<file path="config.mk">
export PLATFORM = sky130hd
export DESIGN_NAME = hid_report_new_key_to_ascii
export DESIGN_NICKNAME = d
export VERILOG_FILES = /design/src/design/hidk_pkg.sv /design/src/design/hidk_key_lookup.sv /design/src/design/hid_report_new_key_to_ascii.sv
export SDC_FILE = /design/constraint.sdc
export NUM_CORES = 1
export LEC_CHECK = 0
export BUFFER_PORTS_ARGS = -buffer_cell sky130_fd_sc_hd__buf_2
export CAP_MARGIN = 30
export CORE_ASPECT_RATIO = 0.7
export CORE_UTILIZATION = 30
export DETAILED_ROUTE_END_ITERATION = 8
export PLACE_DENSITY = 0.44
export SYNTH_ARGS = -nofsm -noshare
export SYNTH_HDL_FRONTEND = slang
export SYNTH_SLANG_ARGS = --single-unit
</file>
<file path="constraint.sdc">
create_clock -name clk -period 4.45 [get_ports clk]
set_input_delay 0.6675 -clock clk [delete_from_list [all_inputs] [get_ports clk]]
set_output_delay 0.6675 -clock clk [all_outputs]
set_load 0.02 [all_outputs]
</file>
<file path="src/design/hidk_pkg.sv">
// ----------------------------------------------------------------------------
// hidk_pkg
// Shared types and constants for the keyboard report to character block.
// ----------------------------------------------------------------------------
`timescale 1ns / 1ps

package hidk_pkg;

  // report geometry
  localparam int unsigned MAX_REPORT_BYTES = 11;
  localparam logic [7:0]  SHORT_REPORT_LEN = 8'd8;
  localparam logic [7:0]  LONG_REPORT_LEN  = 8'd11;

  // key codes at or above this value have no character
  localparam logic [7:0]  KEY_TABLE_CODES  = 8'd96;

  // handle that carries reports after reset
  localparam logic [15:0] HANDLE_RESET     = 16'h0040;

  // one stored report, byte zero in the low slot
  typedef logic [MAX_REPORT_BYTES-1:0][7:0] report_t;

  // lookup result handed back to the top level
  typedef struct packed {
    logic       emit;
    logic [6:0] char_code;
  } key_lookup_t;

endpackage

</file>
<file path="src/design/hidk_key_lookup.sv">
// ----------------------------------------------------------------------------
// hidk_key_lookup
// Maps a key code and modifier to a character and checks the key against
// the key slots of the previous report.
// ----------------------------------------------------------------------------
`timescale 1ns / 1ps

module hidk_key_lookup (
  input  logic [7:0]          code,
  input  logic [7:0]          modifier,
  input  logic                wide,
  input  hidk_pkg::report_t   previous_report,
  output hidk_pkg::key_lookup_t result
);

  typedef enum logic [1:0] {
    COL_PLAIN,
    COL_CTRL,
    COL_SHIFT,
    COL_NONE
  } column_t;

  // character table, one column per modifier state
  function automatic logic [6:0] key_char(input column_t col, input logic [6:0] kc);
    logic [6:0] ch;
    logic [6:0] off;
    off = kc - 7'd4;
    ch  = 7'd0;
    if (kc >= 7'd4 && kc <= 7'd29) begin
      case (col)
        COL_PLAIN: ch = 7'h61 + off;
        COL_CTRL:  ch = off + 7'd1;
        COL_SHIFT: ch = 7'h41 + off;
        default:   ch = 7'd0;
      endcase
    end else if (col == COL_PLAIN) begin
      if (kc >= 7'd30 && kc <= 7'd38) begin
        ch = 7'h31 + (kc - 7'd30);
      end else begin
        case (kc)
          7'd39:   ch = 7'h30;
          7'd40:   ch = 7'd13;
          7'd41:   ch = 7'd27;
          7'd42:   ch = 7'd8;
          7'd43:   ch = 7'd9;
          7'd44:   ch = 7'h20;
          7'd45:   ch = 7'h2D;
          7'd46:   ch = 7'h3D;
          7'd47:   ch = 7'h5B;
          7'd48:   ch = 7'h5D;
          7'd49:   ch = 7'h5C;
          7'd51:   ch = 7'h3B;
          7'd52:   ch = 7'h27;
          7'd53:   ch = 7'h60;
          7'd54:   ch = 7'h2C;
          7'd55:   ch = 7'h2E;
          7'd56:   ch = 7'h2F;
          7'd76:   ch = 7'h7F;
          default: ch = 7'd0;
        endcase
      end
    end else if (col == COL_SHIFT) begin
      case (kc)
        7'd30:   ch = 7'h21;
        7'd31:   ch = 7'h40;
        7'd32:   ch = 7'h23;
        7'd33:   ch = 7'h24;
        7'd34:   ch = 7'h25;
        7'd35:   ch = 7'h5E;
        7'd36:   ch = 7'h26;
        7'd37:   ch = 7'h2A;
        7'd38:   ch = 7'h28;
        7'd39:   ch = 7'h29;
        7'd40:   ch = 7'd13;
        7'd41:   ch = 7'd27;
        7'd42:   ch = 7'd8;
        7'd43:   ch = 7'd9;
        7'd44:   ch = 7'h20;
        7'd45:   ch = 7'h5F;
        7'd46:   ch = 7'h2B;
        7'd47:   ch = 7'h7B;
        7'd48:   ch = 7'h7D;
        7'd49:   ch = 7'h7C;
        7'd51:   ch = 7'h3A;
        7'd52:   ch = 7'h22;
        7'd53:   ch = 7'h7E;
        7'd54:   ch = 7'h3C;
        7'd55:   ch = 7'h3E;
        7'd56:   ch = 7'h3F;
        7'd76:   ch = 7'h7F;
        default: ch = 7'd0;
      endcase
    end
    return ch;
  endfunction

  column_t    col;
  logic [6:0] ch;
  logic       seen;

  // modifier to column; ctrl plus shift uses the ctrl column
  always_comb begin
    case (modifier)
      8'd0:    col = COL_PLAIN;
      8'd1:    col = COL_CTRL;
      8'd2:    col = COL_SHIFT;
      8'd3:    col = COL_CTRL;
      default: col = COL_NONE;
    endcase
  end

  // table read, codes past the table give nothing
  always_comb begin
    if (code < hidk_pkg::KEY_TABLE_CODES) begin
      ch = key_char(col, code[6:0]);
    end else begin
      ch = 7'd0;
    end
  end

  // compare against the key slots of the previous report
  always_comb begin
    seen = 1'b0;
    for (int k = 1; k < hidk_pkg::MAX_REPORT_BYTES; k++) begin
      if ((wide || (k >= 2 && k <= 7)) && previous_report[k] == code) begin
        seen = 1'b1;
      end
    end
  end

  assign result.emit      = (ch != 7'd0) && !seen;
  assign result.char_code = ch;

endmodule

</file>
<file path="src/design/hid_report_new_key_to_ascii.sv">
// ----------------------------------------------------------------------------
// hid_report_new_key_to_ascii
// Turns keyboard report bytes into characters of newly pressed keys.
// A character appears on the output in the cycle after its byte's
// transfer. Throughput: one report byte per cycle while in_stall is low;
// the slot compares and the table read sit between the input ports and
// the output register. Reset clears the previous report, byte position,
// modifier and output valid, and sets the report handle to 0x0040.
// ----------------------------------------------------------------------------
`timescale 1ns / 1ps

module hid_report_new_key_to_ascii (
  input  logic        clk,
  input  logic        rst,
  // configuration write
  input  logic        cfg_valid,
  output logic        cfg_ready,
  input  logic [15:0] cfg_data,
  // report byte input
  input  logic        in_valid,
  output logic        in_stall,
  input  logic [15:0] attr_handle,
  input  logic [7:0]  report_length,
  input  logic [7:0]  data_byte,
  input  logic        last_byte,
  // character output
  output logic        out_valid,
  input  logic        out_stall,
  output logic [6:0]  char_code
);

  logic [15:0]           key_report_handle;
  hidk_pkg::report_t     previous_report;
  hidk_pkg::report_t     previous_report_next;
  hidk_pkg::report_t     pending_report;
  logic [3:0]            byte_position;
  logic [3:0]            byte_position_next;
  logic [7:0]            current_modifier;

  logic                  in_fire;
  logic                  match;
  logic                  wide;
  logic [3:0]            pos_limit;
  logic [3:0]            first_key;
  logic                  write_en;
  logic                  emit;
  hidk_pkg::key_lookup_t lookup;

  assign cfg_ready = 1'b1;
  assign in_stall  = out_valid && out_stall;
  assign in_fire   = in_valid && !in_stall;

  // report filter and slot geometry
  assign wide      = (report_length == hidk_pkg::LONG_REPORT_LEN);
  assign match     = (attr_handle == key_report_handle) &&
                     (wide || report_length == hidk_pkg::SHORT_REPORT_LEN);
  assign pos_limit = wide ? 4'(hidk_pkg::LONG_REPORT_LEN) : 4'(hidk_pkg::SHORT_REPORT_LEN);
  assign first_key = wide ? 4'd1 : 4'd2;
  assign write_en  = match && (byte_position < pos_limit);

  hidk_key_lookup u_lookup (
    .code            (data_byte),
    .modifier        (current_modifier),
    .wide            (wide),
    .previous_report (previous_report),
    .result          (lookup)
  );

  assign emit = in_fire && write_en && (byte_position >= first_key) &&
                (data_byte != 8'd0) && lookup.emit;

  // next previous report on the last byte: received bytes replace old ones
  always_comb begin
    previous_report_next = previous_report;
    for (int k = 0; k < hidk_pkg::MAX_REPORT_BYTES; k++) begin
      if (4'(k) < byte_position) begin
        previous_report_next[k] = pending_report[k];
      end else if (4'(k) == byte_position && write_en) begin
        previous_report_next[k] = data_byte;
      end
    end
  end

  // byte position update
  always_comb begin
    if (!match || last_byte) begin
      byte_position_next = 4'd0;
    end else if (write_en) begin
      byte_position_next = byte_position + 4'd1;
    end else begin
      byte_position_next = byte_position;
    end
  end

  // configuration register
  always_ff @(posedge clk) begin
    if (rst) begin
      key_report_handle <= hidk_pkg::HANDLE_RESET;
    end else if (cfg_valid && cfg_ready) begin
      key_report_handle <= cfg_data;
    end
  end

  // report state
  always_ff @(posedge clk) begin
    if (rst) begin
      previous_report  <= '0;
      byte_position    <= 4'd0;
      current_modifier <= 8'd0;
    end else if (in_fire) begin
      byte_position <= byte_position_next;
      if (write_en && byte_position == 4'd0) begin
        current_modifier <= data_byte;
      end
      if (match && last_byte) begin
        previous_report <= previous_report_next;
      end
    end
  end

  // bytes of the report in progress
  always_ff @(posedge clk) begin
    if (in_fire && write_en) begin
      pending_report[byte_position] <= data_byte;
    end
  end

  // output register
  always_ff @(posedge clk) begin
    if (rst) begin
      out_valid <= 1'b0;
    end else if (!in_stall) begin
      out_valid <= emit;
    end
  end

  always_ff @(posedge clk) begin
    if (!in_stall) begin
      char_code <= lookup.char_code;
    end
  end

`ifndef NO_ASSERTIONS
  a_pos_range: assert property (@(posedge clk) disable iff (rst)
    byte_position <= 4'(hidk_pkg::MAX_REPORT_BYTES))
    else $error("byte position past report end");

  a_foreign_resets: assert property (@(posedge clk) disable iff (rst)
    (in_fire && (!match || last_byte)) |=> byte_position == 4'd0)
    else $error("byte position not cleared after foreign or last byte");

  a_char_nonzero: assert property (@(posedge clk) disable iff (rst)
    out_valid |-> char_code != 7'd0)
    else $error("zero character presented");

  a_out_from_transfer: assert property (@(posedge clk) disable iff (rst)
    $rose(out_valid) |-> $past(in_fire))
    else $error("character without an input transfer");
`endif

endmodule

</file>
==> metrics, run 1 <==
CP Cell Sequence=buf_2, nor4_2, nand3b_2, inv_1, nand3_1, ha_1, nor2b_1, o31ai_1, and2_1, and3_1, nand3_1, nor2_1, buf_4; WP data arrival=3.83 ns; PnR worst setup slack=0.773 ns; initial core utilization=a little under a third; Pwr per Cell Area=314 mW/mm^2; vias in the first global route=around 7700; Post-Syn Area=0.0108 sq mm; Final HPWL DP=20.7 mm; number of synthesized register bits=196; Avg Cell Area, Syn=10.2 sq um; clock transition at the registers of the reported paths=0.07 ns; DRC viols=0; CTS Buffer Depth=2; post-synthesis cell type count=73; Finished Core Util=roughly a third; met3 Use GR=3.32%; I/O pin count=64; MaxCap Viol Count=0; Final ANT Viol Nets=0; RSZ-0062 raised after global routing=no; peak supply drop=0.000260 V; CTS H-Tree Depth=4; hold_buf cts=0; slowest stage delay, CP=0.42 ns; Seq/Total Area, Yosys=44.2%; worst r2r src=current_modifier[7]$_SDFFE_PP0P_; Hold Fails Final Rpt=0; Worst EP required=between 4 and 5 ns; WL/cell=19.1 um; Area Growth Syn to Fin=13.7%; Final Total Pwr=0.00387 W; GRT met2 Usage=a little under a quarter; layout net count=1184; post_cts resized=0; FMAX=272 MHz; # setup viols final=0; reg-to-reg slack, setup=approximately 1.2 ns; relative slew slack=35.9%; Worst setup endpoint=pending_report[36]$_DFFE_PP_; minimum clock period=3.68 ns; die footprint=0.0369 sq mm; Critical Path End Type=flip-flop; n_diodes=0; clock skew=0.00635 ns; Worst-Margin Slew=0.959 ns; GRT Util Overall=between 10% and 20%; total gr overflow=0; pin count of the biggest net entering global routing=67; Mapped Cells=1059; predominant post-synthesis flop cell=dfxtp_1; met1 usage=approximately a quarter; Core Footprint=0.0351 sq mm; Final GP Congestion=0.830; slowest stage cell, crit path=o31ai_1; Place WS=0.383 ns; top-count cell post-synth=nor2_1; starting DRC count in detailed routing=roughly 540; status=finished clean; Pins Over Slew Limit=0; Post-synth EDFFs=87; IO Port Bufs=62; final WL=30.3 mm; Core Rows=57; height of the chip=161 um; CTS Buf Count=17; Post-synth top cells=122 x nor2_1, 109 x dfxtp_1, 105 x mux2i_1; asr flop ratio synth=0%; critical path launch point=report_length[5]; critical path's most frequent cell=nand3_1; drt first pass iters=5; setup repair bufs after CTS=0; setup TNS=0 ns; R2R cell count=13; Min-Delay Path Class=in -> reg; Leak=4.68 nW; CTS tree=built; gr busiest metal=met1; critical path class=in -> reg; Yosys warnings=0; via/cell ratio=5.03; CTS root buf=clkbuf_16; Worst setup SP type=primary input; initial antenna violation count=1; Tcrit/Tclk final=82.6%; share of layout cells above drive strength 1=18.0%; Sink Count=196; via count=~8000; worst reg2reg endpoint=out_valid$_SDFFE_PP0N_; clock latency on the worst-skew pair=0.45 ns; DIE WIDTH=229 um; synth top area cells=edfxtp_1 24%, dfxtp_1 20%, mux2i_1 9.7%; syn_nets=1141; post-synth top area cell=edfxtp_1; Crit Path Max Fanout=10; first-pass GRT wire length=about 48 mm; Yosys top cell area share=24.1%
==> per-layer routing <==
layer	vias up	share of wire, %
met3	24	3.9
met5	-	0.043
li1	3913	-
met4	2	1.1
met2	130	39
met1	3911	56
==> power by group <==
| group | internal [W] | leakage [nW] | switching [W] |
|---|---|---|---|
| combinational | 0.000144 | 2.71 | 0.000239 |
| clock | 0.000845 | 0.287 | 0.000744 |
| sequential | 0.00189 | 1.68 | 0.00000685 |
| total | 0.00288 | 4.68 | 0.000990 |
==> state kept, by name (all words and copies together) (netlist names) <==
| signal | count |
|---|---|
| previous_report | 80 |
| key_report_handle | 16 |
| out_valid | 1 |
| current_modifier | 8 |
| pending_report | 80 |
| char_code | 7 |
| byte_position | 4 |
==> critical path, delay by kind of cell <==
family	cells	cell delay, ns
and+or+nand+nor	8	2.04
AOI/OAI and AO/OA	1	0.42
buffers and inverters	3	0.38
adders and majority gates	1	0.32
==> stage by stage <==
stage               hold slack [ns]  std cells  cell area, sq um
finish                        0.439       1587             12300
global route                  0.425       1587             12300
CTS                           0.417       1587             12300
detailed placement            0.493       1555             11700
global placement              0.480       1554             11700
floorplan                     0.464       1059             10800
==> layout make-up <==
| cell class | count | area, sq um |
|---|---|---|
| fillers | 3575 | 22800 |
| flip-flops and latches | 196 | 4790 |
| clock buffers | 20 | 478 |
| multi-input cells | 760 | 5630 |
| clock inverters | 12 | 118 |
| repair buffers | 99 | 603 |
| well taps | 472 | 591 |
| inverters | 28 | 105 |
==> worst min-delay path by stage <==
stage / cells past startpoint / slack [ns] / endpoint / start
2_1_floorplan: 2 / 0.46 / current_modifier[7]$_SDFFE_PP0P_ / current_modifier[7]$_SDFFE_PP0P_
3_3_place_gp: 2 / 0.48 / current_modifier[7]$_SDFFE_PP0P_ / current_modifier[7]$_SDFFE_PP0P_
3_5_place_dp: 2 / 0.49 / current_modifier[7]$_SDFFE_PP0P_ / current_modifier[7]$_SDFFE_PP0P_
4_1_cts: 2 / 0.42 / key_report_handle[6]$_SDFFE_PP1P_ / cfg_data[6]
5_1_grt: 2 / 0.42 / key_report_handle[6]$_SDFFE_PP1P_ / cfg_data[6]
6_report: 2 / 0.44 / key_report_handle[6]$_SDFFE_PP1P_ / cfg_data[6]
==> layout by cell type, fill, tap and decap left out, types with 4 or more instances in the layout <==
master / n
nor2_1: 122
dfxtp_1: 109
mux2i_1: 105
xnor2_1: 95
edfxtp_1: 87
buf_2: 61
o21ai_0: 50
mux2_2: 50
nand2_1: 37
buf_4: 37
nand4_1: 31
nor2b_1: 28
a21oi_1: 28
ha_1: 28
inv_1: 24
clkbuf_16: 18
o41ai_1: 16
nand3_1: 15
xor2_1: 12
and3_1: 12
nor3_1: 9
nor4_1: 9
and2_1: 6
a211oi_1: 6
a31oi_1: 6
o31ai_1: 5
nand3b_1: 5
o211ai_1: 5
clkinv_1: 4
a22oi_1: 4
a221o_1: 4
a311oi_1: 4
==> cell families (layout without fill, tap and decap cells) <==
kind of cell | count (synthesis) | in the layout | synth area share (%)
simple gates | 300 | 300 | 14.2
flops | 196 | 196 | 44.2
compound gates | 169 | 169 | 10.9
mux | 155 | 155 | 14.9
xor+xnor | 107 | 107 | 8.65
buf+inv | 103 | 159 | 3.78
fa+ha+maj | 28 | 28 | 3.23
other cells | 1 | 1 | 0.0346
Power figures use the tool's default switching activity.
==> inputs of run 2 (changes only) <==
PLACE_DENSITY = 0.46   (was 0.44)
clock period = 3 ns   (was 4.45 ns; I/O delays follow)
==> metrics, run 2 (synthesis results as in run 1) <==
via count=8237; Worst-Margin Slew=0.899 ns; multi-input logic area=between 0.005 and 0.006 sq mm; Crit Path Max Fanout=3; register area=0.00479 sq mm; most frequent cells in the layout=118 x nor2_1, 109 x dfxtp_1, 105 x mux2i_1, 105 x buf_4, 95 x xnor2_1; DRC viols=0; Min-Delay Path Class=in -> reg; pin count of the biggest net entering global routing=55; vias in the first global route=8057; die footprint=0.0369 sq mm; Leak=5.11 nW; clock latency on the worst-skew pair=0.46 ns; Hold Fails Final Rpt=0; Core Rows=57; clock transition at the registers of the reported paths=0.08 ns; height of the chip=~160 um; Final Total Pwr=0.00568 W; worst r2r src=current_modifier[7]$_SDFFE_PP0P_; R2R cell count=13; status=finished clean; Core Footprint=0.0351 sq mm; share of layout cells above drive strength 1=24.3%; # setup viols final=0; minimum clock period=2.78 ns; PnR worst setup slack=0.215 ns; Place WS=-0.187 ns; CTS Buf Count=17; final WL=30.6 mm; Final GP Congestion=around 0.84; fill cell count=3586; GRT Util Overall=17.0%; drt first pass iters=5; I/O pin count=64; commonest non-fill, non-tap cell in the layout=nor2_1; Worst setup endpoint=out_valid$_SDFFE_PP0N_; via/cell ratio=4.94; top flop regs=pending_report (80), previous_report (80), key_report_handle (16); Worst EP required=3.32 ns; reg-to-reg slack, setup=0.22 ns; Pins Over Slew Limit=0; Critical Path End Type=flip-flop; FMAX=359 MHz; MaxCap Viol Count=0; clock skew=0.0178 ns; RSZ-0062 raised after global routing=no; critical path class=reg -> reg; relative slew slack=39.7%; first-pass GRT wire length=48.5 mm; Pwr per Cell Area=434 mW/mm^2; worst reg2reg endpoint=out_valid$_SDFFE_PP0N_; CTS H-Tree Depth=4; layout net count=1263; Final ANT Viol Nets=0; Final HPWL DP=21.2 mm; IO Port Bufs=62; initial core utilization=30.9%; CTS root buf=clkbuf_16; DIE WIDTH=229 um; total gr overflow=0; initial antenna violation count=0; Sink Count=196; Worst setup SP type=flip-flop; WP data arrival=~3.1 ns; starting DRC count in detailed routing=547; critical path launch point=current_modifier[7]$_SDFFE_PP0P_; Area Growth Syn to Fin=20.9%; WL/cell=18.4 um; peak supply drop=~0.00037 V; Tcrit/Tclk final=between 90% and 100%; CTS tree=built; CTS Buffer Depth=2; n_diodes=0
[run 2: area by class of cell]
class / instances / share of cell area (%)
clock buffers: 21 / 3.60
clock inverters: 11 / 0.678
inverters: 28 / 0.803
multi-input cells: 760 / 43.6
flip-flops and latches: 196 / 36.6
well taps: 472 / 4.51
repair buffers: 178 / 10.2
[run 2: timing repair]
action                                  CTS  global route
buffers inserted                          0             1
resized for setup                         1             3
hold buffers                              0             0
gates cloned                              0             0
pin swaps                                 0             3
endpoints found under the setup margin    1             1
[run 2: worst min path at each step]
stage / from / end / slack [ns] / cells past startpoint
6_report: cfg_data[6] / key_report_handle[6]$_SDFFE_PP1P_ / 0.22 / 2
5_1_grt: cfg_data[6] / key_report_handle[6]$_SDFFE_PP1P_ / 0.22 / 2
4_1_cts: cfg_data[6] / key_report_handle[6]$_SDFFE_PP1P_ / 0.20 / 2
3_5_place_dp: current_modifier[2]$_SDFFE_PP0P_ / current_modifier[2]$_SDFFE_PP0P_ / 0.49 / 2
3_3_place_gp: current_modifier[5]$_SDFFE_PP0P_ / current_modifier[5]$_SDFFE_PP0P_ / 0.48 / 2
2_1_floorplan: current_modifier[7]$_SDFFE_PP0P_ / current_modifier[7]$_SDFFE_PP0P_ / 0.46 / 2
[run 2: metal layers]
layer	track usage [%]	share of wire (%)	vias to the layer above
met5	0	0	-
met4	4.48	0.94	0
met3	2.90	3.1	18
met2	23.2	40	135
met1	27.0	56	4020
li1	-	-	4064
[run 2: power breakdown]
group	internal (W)	leakage, nW	switching [W]	total, W
Combinational	0.000251	3.15	0.000365	0.000616
Sequential	0.00280	1.68	0.0000107	0.00281
Clock	0.00115	0.277	0.00110	0.00226
[run 2: critical path, stage by stage, from the launching register on]
cell and delay, ns:
dfxtp_1 0.34, nor4_4 0.29, and2_4 0.19, nand3b_1 0.10, ha_1 0.29, inv_1 0.05, ha_1 0.33, nand3_1 0.09
o21bai_1 0.23, xnor2_1 0.10, a21oi_1 0.20, a311oi_2 0.06, nor4_1 0.26, a311oi_1 0.13
[run 2: stage by stage]
stage               setup TNS (ns)  hold WS (ns)  utilization (%)  cell area, sq um  cells
floorplan                   -0.575         0.464                -             10900   1059
global placement             -8.57         0.475             35.6             12500   1633
detailed placement          -13.38         0.489             35.6             12500   1633
CTS                              0         0.197             37.2             13100   1665
global route                     0         0.222             37.3             13100   1666
finish                           0         0.220             37.3             13100   1666
